**src/assert_macros.svh**
```systemverilog
// Assertion macros shared by the queue RTL.
// Depends on a clock named i_clk and an active-low reset named i_rst_n in scope.
`ifndef ASSERT_MACROS_SVH
`define ASSERT_MACROS_SVH

// Checked on every rising clock edge outside reset.
`define ASSERT_CLK(lbl, prop, msg) \
    lbl: assert property (@(posedge i_clk) disable iff (!i_rst_n) prop) else $error(msg);

// Checked on every rising clock edge, reset included.
`define ASSERT_CLK_ALWAYS(lbl, prop, msg) \
    lbl: assert property (@(posedge i_clk) prop) else $error(msg);

`endif

```
**src/sqs_pkg.sv**
```systemverilog
// Shared types and codes for the shift queue with search.
// No dependencies.
`timescale 1ns / 1ps

package sqs_pkg;

    localparam int ACTION_W = 3;
    localparam int VALUE_W  = 32;
    localparam int STATUS_W = 2;
    localparam int INDEX_W  = 4;
    localparam int COUNT_W  = 5;
    localparam int CAP_W    = 5;

    localparam logic [ACTION_W-1:0] ACT_ENQ    = 3'd0;
    localparam logic [ACTION_W-1:0] ACT_DEQ    = 3'd1;
    localparam logic [ACTION_W-1:0] ACT_PEEK   = 3'd2;
    localparam logic [ACTION_W-1:0] ACT_SEARCH = 3'd3;
    localparam logic [ACTION_W-1:0] ACT_CLEAR  = 3'd4;

    localparam logic [STATUS_W-1:0] ST_OK    = 2'd0;
    localparam logic [STATUS_W-1:0] ST_FULL  = 2'd1;
    localparam logic [STATUS_W-1:0] ST_EMPTY = 2'd2;

    localparam logic [CAP_W-1:0] CAP_RESET = 5'd16;

    typedef struct packed {
        logic                       shift;
        logic                       load_match;
        logic                       shift_match;
        logic signed [VALUE_W-1:0]  value;
    } t_cell_ctrl;

endpackage

```
**src/sqs_cell.sv**
```systemverilog
// One queue position: holds a word and a search match bit.
// Depends on sqs_pkg.
`timescale 1ns / 1ps

module sqs_cell (
    input  logic                                i_clk,
    input  logic                                i_rst_n,
    input  sqs_pkg::t_cell_ctrl                 i_ctrl,
    input  logic                                i_wr,
    input  logic                                i_live,
    input  logic signed [sqs_pkg::VALUE_W-1:0]  i_next_entry,
    input  logic                                i_next_match,
    output logic signed [sqs_pkg::VALUE_W-1:0]  o_entry,
    output logic                                o_match
);

    logic signed [sqs_pkg::VALUE_W-1:0] r_entry;
    logic                               r_match;

    always_ff @(posedge i_clk) begin
        if (i_wr) begin
            r_entry <= i_ctrl.value;
        end else if (i_ctrl.shift) begin
            r_entry <= i_next_entry;
        end
    end

    always_ff @(posedge i_clk) begin
        if (!i_rst_n) begin
            r_match <= 1'b0;
        end else if (i_ctrl.load_match) begin
            r_match <= i_live && (r_entry == i_ctrl.value);
        end else if (i_ctrl.shift_match) begin
            r_match <= i_next_match;
        end
    end

    assign o_entry = r_entry;
    assign o_match = r_match;

endmodule

```
**src/shift_queue_with_search.sv**
```systemverilog
// Shift queue with search: top level, control sequencer and the row of cells.
// Depends on sqs_pkg, sqs_cell and assert_macros.svh.
`timescale 1ns / 1ps
`include "assert_macros.svh"

// Front-aligned queue of signed 32-bit words, head at position 0. An item is
// taken when start is high and busy is low. Enqueue, dequeue, peek, clear and
// unused action codes do not raise busy: the result appears on the cycle after
// the transfer and a new item may be taken in that same cycle. A search
// captures a match bit in every cell at once, then walks the match bits down
// the cell chain one position per cycle; busy stays high until the first match
// reaches position 0 or the walk has covered every occupied position, and the
// result follows on the next cycle. Each result is on the output ports for
// exactly one cycle, marked by o_done; the receiver cannot hold it off, so it
// must take every result as it comes.
module shift_queue_with_search #(
    parameter int DEPTH = 16
) (
    input  logic                                i_clk,
    input  logic                                i_rst_n,
    input  logic                                i_cfg_we,
    input  logic [sqs_pkg::CAP_W-1:0]           i_cfg_data,
    input  logic                                start,
    output logic                                busy,
    input  logic [sqs_pkg::ACTION_W-1:0]        i_action,
    input  logic signed [sqs_pkg::VALUE_W-1:0]  i_value,
    output logic                                o_done,
    output logic [sqs_pkg::STATUS_W-1:0]        o_status,
    output logic signed [sqs_pkg::VALUE_W-1:0]  o_data,
    output logic                                o_found,
    output logic [sqs_pkg::INDEX_W-1:0]         o_found_index,
    output logic [sqs_pkg::COUNT_W-1:0]         o_count,
    output logic                                o_is_empty,
    output logic                                o_is_full
);

    localparam int OW = $clog2(DEPTH + 1);
    localparam int CW = (OW > sqs_pkg::CAP_W) ? OW : sqs_pkg::CAP_W;
    localparam int IW = (OW > sqs_pkg::INDEX_W) ? OW : sqs_pkg::INDEX_W;
    localparam logic [CW-1:0] DEPTH_C = CW'(DEPTH);

    typedef enum logic {
        S_IDLE,
        S_SEARCH
    } t_state;

    t_state                             r_state, n_state;
    logic [sqs_pkg::CAP_W-1:0]          r_capacity;
    logic [OW-1:0]                      r_occ, n_occ;
    logic [OW-1:0]                      r_idx, n_idx;
    logic                               r_done, n_done;
    logic [sqs_pkg::STATUS_W-1:0]       r_status, n_status;
    logic signed [sqs_pkg::VALUE_W-1:0] r_data, n_data;
    logic                               r_found, n_found;
    logic [sqs_pkg::INDEX_W-1:0]        r_found_index, n_found_index;
    logic [sqs_pkg::COUNT_W-1:0]        r_count, n_count;
    logic                               r_is_empty, n_is_empty;
    logic                               r_is_full, n_is_full;

    sqs_pkg::t_cell_ctrl                w_ctrl;
    logic                               w_enq;
    logic                               w_accept;
    logic [CW-1:0]                      w_cap_ext;
    logic [CW-1:0]                      w_cap_eff;
    logic                               w_full_now;
    logic [CW-1:0]                      w_next_occ_ext;
    logic [OW:0]                        w_idx_inc;
    logic [IW-1:0]                      w_idx_ext;
    logic signed [sqs_pkg::VALUE_W-1:0] w_entry [DEPTH];
    logic                               w_match [DEPTH];

    assign w_accept   = start && (r_state == S_IDLE);
    assign w_cap_ext  = CW'(r_capacity);
    assign w_cap_eff  = (w_cap_ext > DEPTH_C) ? DEPTH_C : w_cap_ext;
    assign w_full_now = CW'(r_occ) >= w_cap_eff;
    assign w_idx_inc  = {1'b0, r_idx} + (OW + 1)'(1);
    assign w_idx_ext  = IW'(r_idx);

    always_comb begin
        n_state       = r_state;
        n_occ         = r_occ;
        n_idx         = r_idx;
        n_done        = 1'b0;
        n_status      = sqs_pkg::ST_OK;
        n_data        = '0;
        n_found       = 1'b0;
        n_found_index = '0;
        w_enq         = 1'b0;
        w_ctrl        = '{shift: 1'b0, load_match: 1'b0, shift_match: 1'b0,
                          value: i_value};
        if (r_state == S_SEARCH) begin
            if (w_match[0]) begin
                n_done        = 1'b1;
                n_found       = 1'b1;
                n_found_index = w_idx_ext[sqs_pkg::INDEX_W-1:0];
                n_state       = S_IDLE;
            end else if (w_idx_inc >= {1'b0, r_occ}) begin
                n_done  = 1'b1;
                n_state = S_IDLE;
            end else begin
                w_ctrl.shift_match = 1'b1;
                n_idx              = w_idx_inc[OW-1:0];
            end
        end else if (w_accept) begin
            n_done = 1'b1;
            case (i_action)
                sqs_pkg::ACT_ENQ: begin
                    if (w_full_now) begin
                        n_status = sqs_pkg::ST_FULL;
                    end else begin
                        w_enq = 1'b1;
                        n_occ = r_occ + OW'(1);
                    end
                end
                sqs_pkg::ACT_DEQ: begin
                    if (r_occ == '0) begin
                        n_status = sqs_pkg::ST_EMPTY;
                    end else begin
                        n_data       = w_entry[0];
                        n_occ        = r_occ - OW'(1);
                        w_ctrl.shift = 1'b1;
                    end
                end
                sqs_pkg::ACT_PEEK: begin
                    if (r_occ == '0) begin
                        n_status = sqs_pkg::ST_EMPTY;
                    end else begin
                        n_data = w_entry[0];
                    end
                end
                sqs_pkg::ACT_SEARCH: begin
                    n_done            = 1'b0;
                    w_ctrl.load_match = 1'b1;
                    n_idx             = '0;
                    n_state           = S_SEARCH;
                end
                sqs_pkg::ACT_CLEAR: begin
                    n_occ = '0;
                end
                default: begin
                end
            endcase
        end
        w_next_occ_ext = CW'(n_occ);
        n_count        = w_next_occ_ext[sqs_pkg::COUNT_W-1:0];
        n_is_empty     = (n_occ == '0);
        n_is_full      = w_next_occ_ext >= w_cap_eff;
    end

    always_ff @(posedge i_clk) begin
        if (!i_rst_n) begin
            r_state    <= S_IDLE;
            r_occ      <= '0;
            r_idx      <= '0;
            r_done     <= 1'b0;
            r_capacity <= sqs_pkg::CAP_RESET;
        end else begin
            r_state <= n_state;
            r_occ   <= n_occ;
            r_idx   <= n_idx;
            r_done  <= n_done;
            if (i_cfg_we) begin
                r_capacity <= i_cfg_data;
            end
        end
        r_status      <= n_status;
        r_data        <= n_data;
        r_found       <= n_found;
        r_found_index <= n_found_index;
        r_count       <= n_count;
        r_is_empty    <= n_is_empty;
        r_is_full     <= n_is_full;
    end

    for (genvar i = 0; i < DEPTH; i++) begin : g_cell
        logic signed [sqs_pkg::VALUE_W-1:0] w_next_entry;
        logic                               w_next_match;
        if (i == DEPTH - 1) begin : g_tail
            assign w_next_entry = '0;
            assign w_next_match = 1'b0;
        end else begin : g_body
            assign w_next_entry = w_entry[i+1];
            assign w_next_match = w_match[i+1];
        end
        sqs_cell u_cell (
            .i_clk        (i_clk),
            .i_rst_n      (i_rst_n),
            .i_ctrl       (w_ctrl),
            .i_wr         (w_enq && (r_occ == OW'(i))),
            .i_live       (OW'(i) < r_occ),
            .i_next_entry (w_next_entry),
            .i_next_match (w_next_match),
            .o_entry      (w_entry[i]),
            .o_match      (w_match[i])
        );
    end

    assign busy          = (r_state == S_SEARCH);
    assign o_done        = r_done;
    assign o_status      = r_status;
    assign o_data        = r_data;
    assign o_found       = r_found;
    assign o_found_index = r_found_index;
    assign o_count       = r_count;
    assign o_is_empty    = r_is_empty;
    assign o_is_full     = r_is_full;

    `ASSERT_CLK(a_occ_bound, r_occ <= OW'(DEPTH), "occupancy above depth")
    `ASSERT_CLK(a_search_busy, (start && !busy && i_action == sqs_pkg::ACT_SEARCH) |=> busy, "search not entered")
    `ASSERT_CLK(a_no_done_busy, busy |-> !o_done, "result during search walk")
    `ASSERT_CLK(a_found_ok, (o_done && o_found) |-> (o_status == sqs_pkg::ST_OK && o_data == '0), "found with bad status or data")
    `ASSERT_CLK(a_empty_count, (o_done && o_is_empty) |-> (o_count == '0), "empty with nonzero count")

endmodule
```
**config.mk**
```make
export PLATFORM = sky130hd
export DESIGN_NAME = shift_queue_with_search
export DESIGN_NICKNAME = d
export VERILOG_FILES = /design/src/sqs_pkg.sv /design/src/sqs_cell.sv /design/src/shift_queue_with_search.sv
export VERILOG_INCLUDE_DIRS = /design/src /design/src/src
export SDC_FILE = /design/constraint.sdc
export NUM_CORES = 1
export LEC_CHECK = 0
export BUFFER_PORTS_ARGS = -buffer_cell sky130_fd_sc_hd__buf_4
export CORE_UTILIZATION = 48
export CTS_CLUSTER_SIZE = 20
export DETAILED_ROUTE_END_ITERATION = 8
export HOLD_SLACK_MARGIN = 0.05
export PLACE_DENSITY_LB_ADDON = 0.3
export SYNTH_ARGS = -nofsm -noshare
export SYNTH_HDL_FRONTEND = slang
export SYNTH_SLANG_ARGS = --single-unit
```
**constraint.sdc**
```tcl
create_clock -name i_clk -period 3.86 [get_ports i_clk]
set_input_delay 0.386 -clock i_clk [delete_from_list [all_inputs] [get_ports i_clk]]
set_output_delay 0.386 -clock i_clk [all_outputs]
set_load 0.005 [all_outputs]
```
* Word level (Yosys, flattened, before mapping)
Cells that the tools add are included.
Widths: inputs -> output; s select.
** Operators by class
- Add/subtract/negate cells :: 3
- Magnitude comparators :: 20
- Equality and inequality tests :: 37
- Mux-type cells :: 98
- Bitwise gates (word level) :: 3
- Reduce and logical (&&, ||, !) cells :: 60
** Operators with widths (count)
- $mux 32 :: 32
- $eq 32x32->1 :: 16
- $mux 1 :: 51
- $mux 5 :: 10
- $eq 5x4->1 const B :: 8
- $lt 4x5->1 const A :: 8
- $reduce_bool 2->1 :: 19
- $logic_and 1x1->1 :: 33
- $eq 5x3->1 const B :: 4
- $lt 3x5->1 const A :: 4
- $pmux 5 s3 :: 1
- $eq 5x2->1 const B :: 2
- $ge 5x5->1 :: 2
- $logic_not 5->1 :: 2
- $lt 1x5->1 const A :: 2
- $lt 2x5->1 const A :: 2
- $add 5x1->6 const B :: 1
- $eq 3x2->1 const B :: 2
- $ge 6x5->1 :: 1
- $mux 2 :: 3
- $add 5x1->5 const B :: 1
- $eq 5x1->1 const B :: 1
- $gt 5x5->1 const B :: 1
- $sub 5x1->5 const B :: 1
- other kinds (10) :: 14
** Storage, ports and cells
- Bits in registers :: 591
- Input bits :: 44
- Output and inout bits :: 48

* Logic depth before layout (Yosys ltp)
Gate-level depths: netlist of run 1.
- Depth after elaboration :: 9
- Mapped depth :: 17
- Gate-level depth less buffers :: 16

* Hierarchy
A second synthesis of run 1 with hierarchy kept.
** Second synthesis, totals
- Cells, all modules :: 2185
- Area total of the unflattened synthesis :: 30788.3 um^2
** Modules (own cells, without submodules)
- sqs_cell :: times used 16, cells each 117, area an instance 1745.4 um^2
- shift_queue_with_search :: times used 1, cells each 313, area an instance 2861.5 um^2

* Worst setup path after synthesis of run 1
OpenSTA, ideal clock, no wires.
- Path type :: reg2reg
- From :: register r_occ[0]
- To :: register g_cell[15].u_cell.r_entry, in the netlist g_cell[15].u_cell.o_entry[0] (enable)
- Setup time :: 0.466 ns
- Arrival :: 3.749 ns
- Data required time :: 3.394 ns
- Slack :: -0.355 ns
- Cell stages (with the launch flop) :: 8
- Buffers on the path :: 0
- Clock period less this slack :: 4.215 ns
- Path through :: dfxtp_1 inv_1 ha_1 nor2b_1 o21ai_0 a21oi_4 nand2_1 o21ai_0
** Between the ends
- Word-level cells in the longest chain between the ends :: 7
** Ends and longest elaborated chain
- from (decl) :: line shift_queue_with_search.sv:49 : logic [OW-1:0] r_occ, n_occ;
- from (signal assigned) :: line shift_queue_with_search.sv:159 : r_occ <= n_occ;
- $ge 5x5->1 :: line shift_queue_with_search.sv:75 : assign w_full_now = CW'(r_occ) >= w_cap_eff;
- $mux 1 :: line shift_queue_with_search.sv:108 : if (w_full_now) begin
- $mux 1 :: line shift_queue_with_search.sv:106 : case (i_action)
- $mux 1 :: line shift_queue_with_search.sv:104 : end else if (w_accept) begin
- $mux 1 :: line shift_queue_with_search.sv:91 : if (r_state == S_SEARCH) begin
- $logic_and 1x1->1 :: line shift_queue_with_search.sv:189 : .i_wr (w_enq && (r_occ == OW'(i))),
- $reduce_bool 2->1 (no line) (*)
- to (signal assigned) :: line sqs_cell.sv:22 : r_entry <= i_ctrl.value;
- to (signal assigned) :: line sqs_cell.sv:24 : r_entry <= i_next_entry;
- to (decl) :: line sqs_cell.sv:17 : logic signed [sqs_pkg::VALUE_W-1:0] r_entry;
Every way passes the cells marked *; elsewhere a longest branch is shown, timed or not.
A chain may end at the register's enable or synchronous reset.

* Worst setup path after layout of run 1
- From :: register r_capacity[4] (netlist name)
- To :: register r_is_full, in the netlist o_is_full
** Between the ends
- Word-level cells in the longest chain between the ends :: 8
** Ends and longest elaborated chain
- from (decl) :: line shift_queue_with_search.sv:48 : logic [sqs_pkg::CAP_W-1:0] r_capacity;
- from (signal assigned) :: line shift_queue_with_search.sv:156 : r_capacity <= sqs_pkg::CAP_RESET;
- from (signal assigned) :: line shift_queue_with_search.sv:163 : r_capacity <= i_cfg_data;
- $gt 5x5->1 :: line shift_queue_with_search.sv:74 : assign w_cap_eff = (w_cap_ext > DEPTH_C) ? DEPTH_C : w_cap_ext;
- $mux 5 (*) :: line shift_queue_with_search.sv:74
- $ge 5x5->1 (*) :: line shift_queue_with_search.sv:75
- $mux 5 (*) :: line shift_queue_with_search.sv:108
- $pmux 5 s3 (*) :: line shift_queue_with_search.sv:106
- $mux 5 (*) :: line shift_queue_with_search.sv:104
- $mux 5 (*) :: line shift_queue_with_search.sv:91
- via n_count, one bit :: line shift_queue_with_search.sv:56 : logic [sqs_pkg::COUNT_W-1:0] r_count, n_count;
- $ge 5x5->1 (*) :: line shift_queue_with_search.sv:147 : n_is_full = w_next_occ_ext >= w_cap_eff;
- via n_is_full :: line shift_queue_with_search.sv:58 : logic r_is_full, n_is_full;
- to (signal assigned) :: line shift_queue_with_search.sv:172 : r_is_full <= n_is_full;
- to (decl) :: line shift_queue_with_search.sv:58
The timed path passes the listed nets; every way through them passes the cells marked *.

==> metrics.yaml, run 1 <==
status:
  status: "finished clean"
cts:
  cts_resized: 0
  cts-root-buf: "clkbuf_16"
  clk_latency_ns: 0.64
  cts.sinks: 591
  clk_pin_slew_worst_paths_ns: 0.06
  htreeDepth: 2
  cts_buffers: 61
  cts_tree: "built"
  cts.path.max_buffers: 3
final_layout:
  drive_gt1_share_pct: 30.2
  antenna_cells: 0
  area_growth_pct: 11.6
  layoutNonFillerInstCount: 3210
  nNetsFinal: 2377
  n_fill_cell: 5259
synthesis:
  synth_area_leaders: "edfxtp_1 50%, mux2_2 16%, xnor2_1 8.3%"
  synth_top_cell_by_area: "edfxtp_1"
  yosysWarnings: 0
  yosysUniqueCellTypes: 59
  syn_avg_cell_area_sq_um: 13.5
  yosys.area.top_type_share_pct: 49.9
  synth_commonest_cells: "512 x edfxtp_1, 451 x mux2_2, 292 x xnor2_1, 226 x xor2_1, 141 x clkbuf_1"
  ys_seq_elements: 591
  ys.flop_type: "edfxtp_1"
  synth_edf_count: 512
  ys_async_sr_fraction_pct: 0
  synth_area_sq_mm: 0.0308
  synth_nets: 2341
  yosysMostFrequentCell: "edfxtp_1"
  syn_inst: 2276
  yosysSeqAreaShare_pct: 55.0
pwr:
  pwr-share-comb_pct: 5.6
  p_int_uw: 10400
  p_clk_share_pct: 43.0
  leakage_uw: 0.0117
  seq_power_share_pct: 51.3
  p_per_area_mw_per_mm2: 390
  switchingPower_uw: 3050
  netSwitchingFraction_pct: 22.7
  max-vdd-ir-drop_v: 0.000336
placement:
  io_buffers: 91
  gp_congestion: 0.887
  placedCellCount: 3088
  place_hpwl_um: 60300
die:
  row_count: 92
  die_h_um: 255
  die_x_um: 255
  dieArea_sq_mm: 0.0652
  ios: 92
  initial_core_util_pct: 48.7
  core_sq_mm: 0.0633
routing:
  num_vias: 18600
  wirelength_um: 87200
  first_iter_violations: 1963
  wire_per_inst_um: 27.2
  dr.pass1.iters: 5
  viasPerCell: 5.81
  drc: 0
  antenna_left: 0
setup_path:
  crit_arrival_ns: 3.65
  worstPathMaxFanout: 7
  cp_data_required_time_ns: 4.37
  critPathCaptureType: "register"
  r2r_setup_slack_ns: 0.72
  path_class: "register to register"
  crit_path_start_kind: "register"
global_routing:
  grt_pass1_wl_um: 128000
  antenna_found_initial: 1
  grt_pass1_vias: 19100
  grt.total_usage_pct: 26.6
  grt_max_degree: 34
  grt-ovfl-total: 0
sta:
  setup_viol: 0
  rsz0062_at_grt: "false"
  max_slew.worst_pin.slew_ns: 1.16
  whs_ns: 0.119
  fmax_ghz: 0.319
  fin_tns_setup_ns: 0
  post-route-period-util_pct: 81.3
  clock-skew-final_ns: 0.0273
  max_slew_margin_pct: 22.4
  fin_crit_ns: 3.14
  slew_violations: 0
  finalHoldViolCount: 0
hold_path:
  hold_class: "input port to register"
run:
  maxCapViolations: 0
-- power by group through the flow --
stage               logic [uW]  registers (uW)  clock network, uW
floorplan                  473            7010                  0
global placement           732            7020                  0
detailed placement         735            7020                  0
CTS                        746            6880               5830
global route               794            6880               6060
finish                     753            6880               5770
-- path summary, 6_finish.rpt --
path | from | end | cells past startpoint
worst min-delay path | i_cfg_we | r_capacity[3] | 3
worst max-delay path | r_capacity[4] | o_is_full | 18
worst min register to register | g_cell[0].u_cell.o_entry[20] | o_data[20] | 1
worst max register to register | r_capacity[4] | o_is_full | 18
-- stage by stage --
step	utilization, %	power [uW]	worst slack (ns)	cell area (sq um)
after global placement	51.2	7750	0.713	32400
after CTS	54.3	13500	0.723	34400
after detailed placement	51.2	7750	0.732	32400
final	54.3	13400	0.721	34400
after floorplan	-	7490	0.511	30800
after global routing	54.3	13700	0.393	34400
-- state kept, by name, indices dropped and copies added, names as in the netlist --
name	flops
g_cell.u_cell.o_entry	512
o_data	32
g_cell.u_cell.o_match	16
o_count	5
r_capacity	5
r_idx	5
r_occ	5
o_found_index	4
o_status	2
busy	1
o_done	1
o_found	1
o_is_empty	1
o_is_full	1
-- what timing repair did --
item / 4_1_cts / 5_1_grt
hold buffers: 7 / 0
setup buffers: 0 / 0
hold endpoints to repair: 5 / 0
-- cell usage in the layout, fill, tap and decap left out, drive strengths merged, types with 4 or more instances in the layout --
master and n:
nand2b 8, bufinv 4, and2 77, xnor2 292, nor3b 4, mux2 480, nor2b 10, xor2 226
a2111oi 8, buf 163, edfxtp 512, nor3 9, nor2 10, nand3 18, a21boi 5, clkinv 28
dfxtp 79, nor4 75, dlygate4sd3 7, nand2 45, inv 10, mux2i 14, clkbuf 82, ha 21
a21oi 17, o21ai 27, and3 5, nand4 94
-- metal layers --
layer	up-vias	GRT usage [%]	routed length, um	part of all wire, %
met5	-	0	0	0
met4	0	9.69	3030	3.5
met3	140	4.61	6680	7.7
met2	735	42.7	40800	47
met1	9396	36.1	36700	42
li1	8375	-	-	-
-- kinds of logic after synthesis --
family | count (synthesis) | share of synthesized area [%]
buf+inv | 207 | 2.74
simple gates | 365 | 6.99
fa+ha+maj | 21 | 0.852
xor+xnor | 518 | 14.7
compound gates | 80 | 1.71
mux | 494 | 18.0
flops | 591 | 55.0
-- critical path, cell delays in order, from the launching register on --
cell	delay, ns
dfxtp_1	0.32
inv_1	0.14
nand2_1	0.10
ha_1	0.31
nand2_1	0.06
o21ai_0	0.13
buf_4	0.15
a21boi_1	0.06
buf_4	0.16
o221a_2	0.26
mux2i_1	0.25
inv_1	0.08
ha_1	0.29
nand2b_1	0.14
a21o_1	0.17
a21oi_1	0.13
nor2b_1	0.05
o21ai_0	0.14
nand2b_1	0.07
-- final cells by class --
class                      count  area (sq um)  area share, %
multi-input combinational   1478         13100           38.0
clock buffer                  82          1640           4.75
inverter                      10          37.5          0.109
clock inverter                33           290          0.844
timing repair buffer         170          1360           3.94
tap                          846          1060           3.08
sequential                   591         17000           49.3
Note: power is estimated with default switching activity, not from simulation.
==> run 2: changes to the inputs <==
ABC_AREA = 1   (was unset)
clock period = 3.2 ns   (was 3.86 ns; I/O delays follow)
==> metrics.yaml, run 2 <==
status:
  status: "finished clean"
pwr:
  seq_power_share_pct: 49.4
  p_per_area_mw_per_mm2: 487
  pwr-share-comb_pct: 8.3
  netSwitchingFraction_pct: 24.4
  p_int_uw: 13000
  switchingPower_uw: 4190
  power.total_uw: 17200
  leakage_uw: 0.0144
  p_clk_share_pct: 42.3
  max-vdd-ir-drop_v: 0.000409
die:
  die_x_um: 259
  initial_core_util_pct: 48.9
  core_sq_mm: 0.0649
  die_h_um: 259
  ios: 92
  dieArea_sq_mm: 0.0672
  row_count: 93
hold_path:
  hold_class: "input port to register"
setup_path:
  critPathMaxStageDelay_ns: 0.44
  path_class: "register to register"
  crit_arrival_ns: 3.36
  cp_slowest_cell: "o41ai_2"
  cp_data_required_time_ns: 3.50
  crit_path_start_kind: "register"
  path_cells: "o41ai_2, nand2_1, ha_1, nand2_1, inv_2, nand4_1, nand2_1, nor2_4, nand3_4, nor2_2, nand2_2, buf_12, nand2_2, buf_12"
  critPathMostFrequentCell: "nand2_1"
  worstPathMaxFanout: 65
  critPathCaptureType: "register"
run:
  maxCapViolations: 0
synthesis:
  syn_avg_cell_area_sq_um: 9.01
  yosysSeqAreaShare_pct: 53.4
  synth_nets: 3591
  synth_edf_count: 512
  synth_commonest_cells: "1087 x nand2_1, 512 x edfxtp_1, 329 x o21ai_1, 262 x xnor2_1, 243 x nor2_1"
  yosysWarnings: 0
  synth_area_sq_mm: 0.0318
  ys_seq_elements: 591
  ys.flop_type: "edfxtp_1"
  yosysMostFrequentCell: "nand2_1"
  syn_inst: 3526
  ys_async_sr_fraction_pct: 0
  synth_area_leaders: "edfxtp_1 48%, nand2_1 13%, xnor2_1 7.2%"
  yosysUniqueCellTypes: 49
  yosys.area.top_type_share_pct: 48.4
  synth_top_cell_by_area: "edfxtp_1"
routing:
  dr.pass1.iters: 7
  wirelength_um: 88300
  first_iter_violations: 2006
  num_vias: 24100
  wire_per_inst_um: 19.8
  antenna_left: 0
  viasPerCell: 5.40
  drc: 0
final_layout:
  antenna_cells: 0
  layoutNonFillerInstCount: 4453
  largest_reg_flops: 512
  area_growth_pct: 11.3
  fin_area_sq_mm: 0.0354
  final_common_cell: "nand2_1"
  drive_gt1_share_pct: 11.2
  nNetsFinal: 3613
  most-common-layout-cells: "1067 x nand2_1, 512 x edfxtp_1, 329 x o21ai_1, 262 x xnor2_1, 243 x nor2_1"
global_routing:
  met3_usage_pct: 2.88
  grt.total_usage_pct: 26.6
  grt_pass1_wl_um: 133000
  met2_usage_pct: 45.8
  top_usage_layer: "met2"
  grt-ovfl-total: 0
  antenna_found_initial: 0
  grt_use_met1_pct: 32.0
  grt_pass1_vias: 22400
  grt_max_degree: 66
sta:
  max_slew_margin_pct: 38.5
  fmax_ghz: 0.327
  finalHoldViolCount: 0
  setup_viol: 0
  worst_slack_ns: 0.143
  max_slew.worst_pin.slew_ns: 0.921
  clock-skew-final_ns: 0.0361
  post-route-period-util_pct: 95.5
  fin_crit_ns: 3.06
  slew_violations: 0
cts:
  htreeDepth: 3
  cts-root-buf: "clkbuf_16"
  clk_latency_ns: 0.62
  cts_buffers: 66
  cts_tree: "built"
  cts.path.max_buffers: 3
  cts_setup_buffers: 0
  cts.sinks: 591
  clk_pin_slew_worst_paths_ns: 0.06
placement:
  place_area_sq_mm: 0.0332
  io_buffers: 91
  gp_congestion: 0.944
  place_hpwl_um: 67700
  pre_cts_slack_ns: 0.0679
  placedCellCount: 4323
==> run 2: cell type report <==
cell class	count	area [sq um]
Sequential cell	591	17000
Inverter	210	791
Clock buffer	85	1820
Clock inverter	33	219
Timing Repair Buffer	196	1840
Multi-Input combinational cell	2483	12700
Fill cell	5717	29600
Tap cell	855	1070
==> run 2: repair_timing <==
action                                 4_1_cts  5_1_grt
resized for setup                            0        5
hold buffers                                12        0
endpoints found under the hold margin        8        0
setup endpoints to repair                    0      178
==> run 2: power by group through the flow <==
| stage | clock [uW] | sequential (uW) | combinational [uW] |
|---|---|---|---|
| after floorplan | 0 | 8640 | 872 |
| after global placement | 0 | 8650 | 1400 |
| after detailed placement | 0 | 8650 | 1410 |
| after CTS | 7360 | 8490 | 1430 |
| after global routing | 7660 | 8500 | 1560 |
| final | 7280 | 8490 | 1430 |
==> run 2: worst max-delay path: cells and delay by family, from the launching register on <==
family | cells | cell delay (ns)
AND/OR/NAND/NOR | 9 | 1.23
buffers and inverters | 3 | 0.45
AO/OA/AOI/OAI | 1 | 0.44
flip-flops | 1 | 0.33
adder cells (fa/ha/maj) | 1 | 0.30
==> run 2: final timing paths <==
| check | startpoint | end | slack [ns] | cells after the start |
|---|---|---|---|---|
| min | i_action[1] | o_status[0] | 0.07 | 4 |
| min reg2reg | g_cell[4].u_cell.o_match | g_cell[4].u_cell.o_match | 0.47 | 2 |
| max | r_capacity[0] | g_cell[5].u_cell.o_entry[9] | 0.14 | 14 |
| max reg2reg | r_capacity[0] | g_cell[5].u_cell.o_entry[9] | 0.14 | 14 |
==> run 2: kinds of logic (layout without fill, tap and decap cells) <==
kind of cell	Yosys count	in the layout	synth area share, %
simple gates	1577	1577	20.5
flops	591	591	53.4
compound gates	558	558	9.24
buf+inv	452	524	6.99
xor+xnor	327	327	9.02
fa+ha+maj	21	21	0.827
==> run 2: stage by stage <==
| stage | hold WS [ns] | utilization [%] | TNS [ns] |
|---|---|---|---|
| 6_report | 0.0657 | 54.5 | 0 |
| 5_1_grt | 0.0737 | 54.5 | -0.816 |
| 4_1_cts | 0.0559 | 54.4 | 0 |
| 3_5_place_dp | 0.464 | 51.1 | 0 |
| 3_3_place_gp | 0.460 | 51.1 | 0 |
| 2_1_floorplan | 0.420 | - | 0 |
==> run 2: metal layers <==
layer  routed length [um]  vias up
met5                    0        -
met4                 5710        0
met3                 4550      218
met2                43200      817
met1                34900    11300
li1                     -    11700
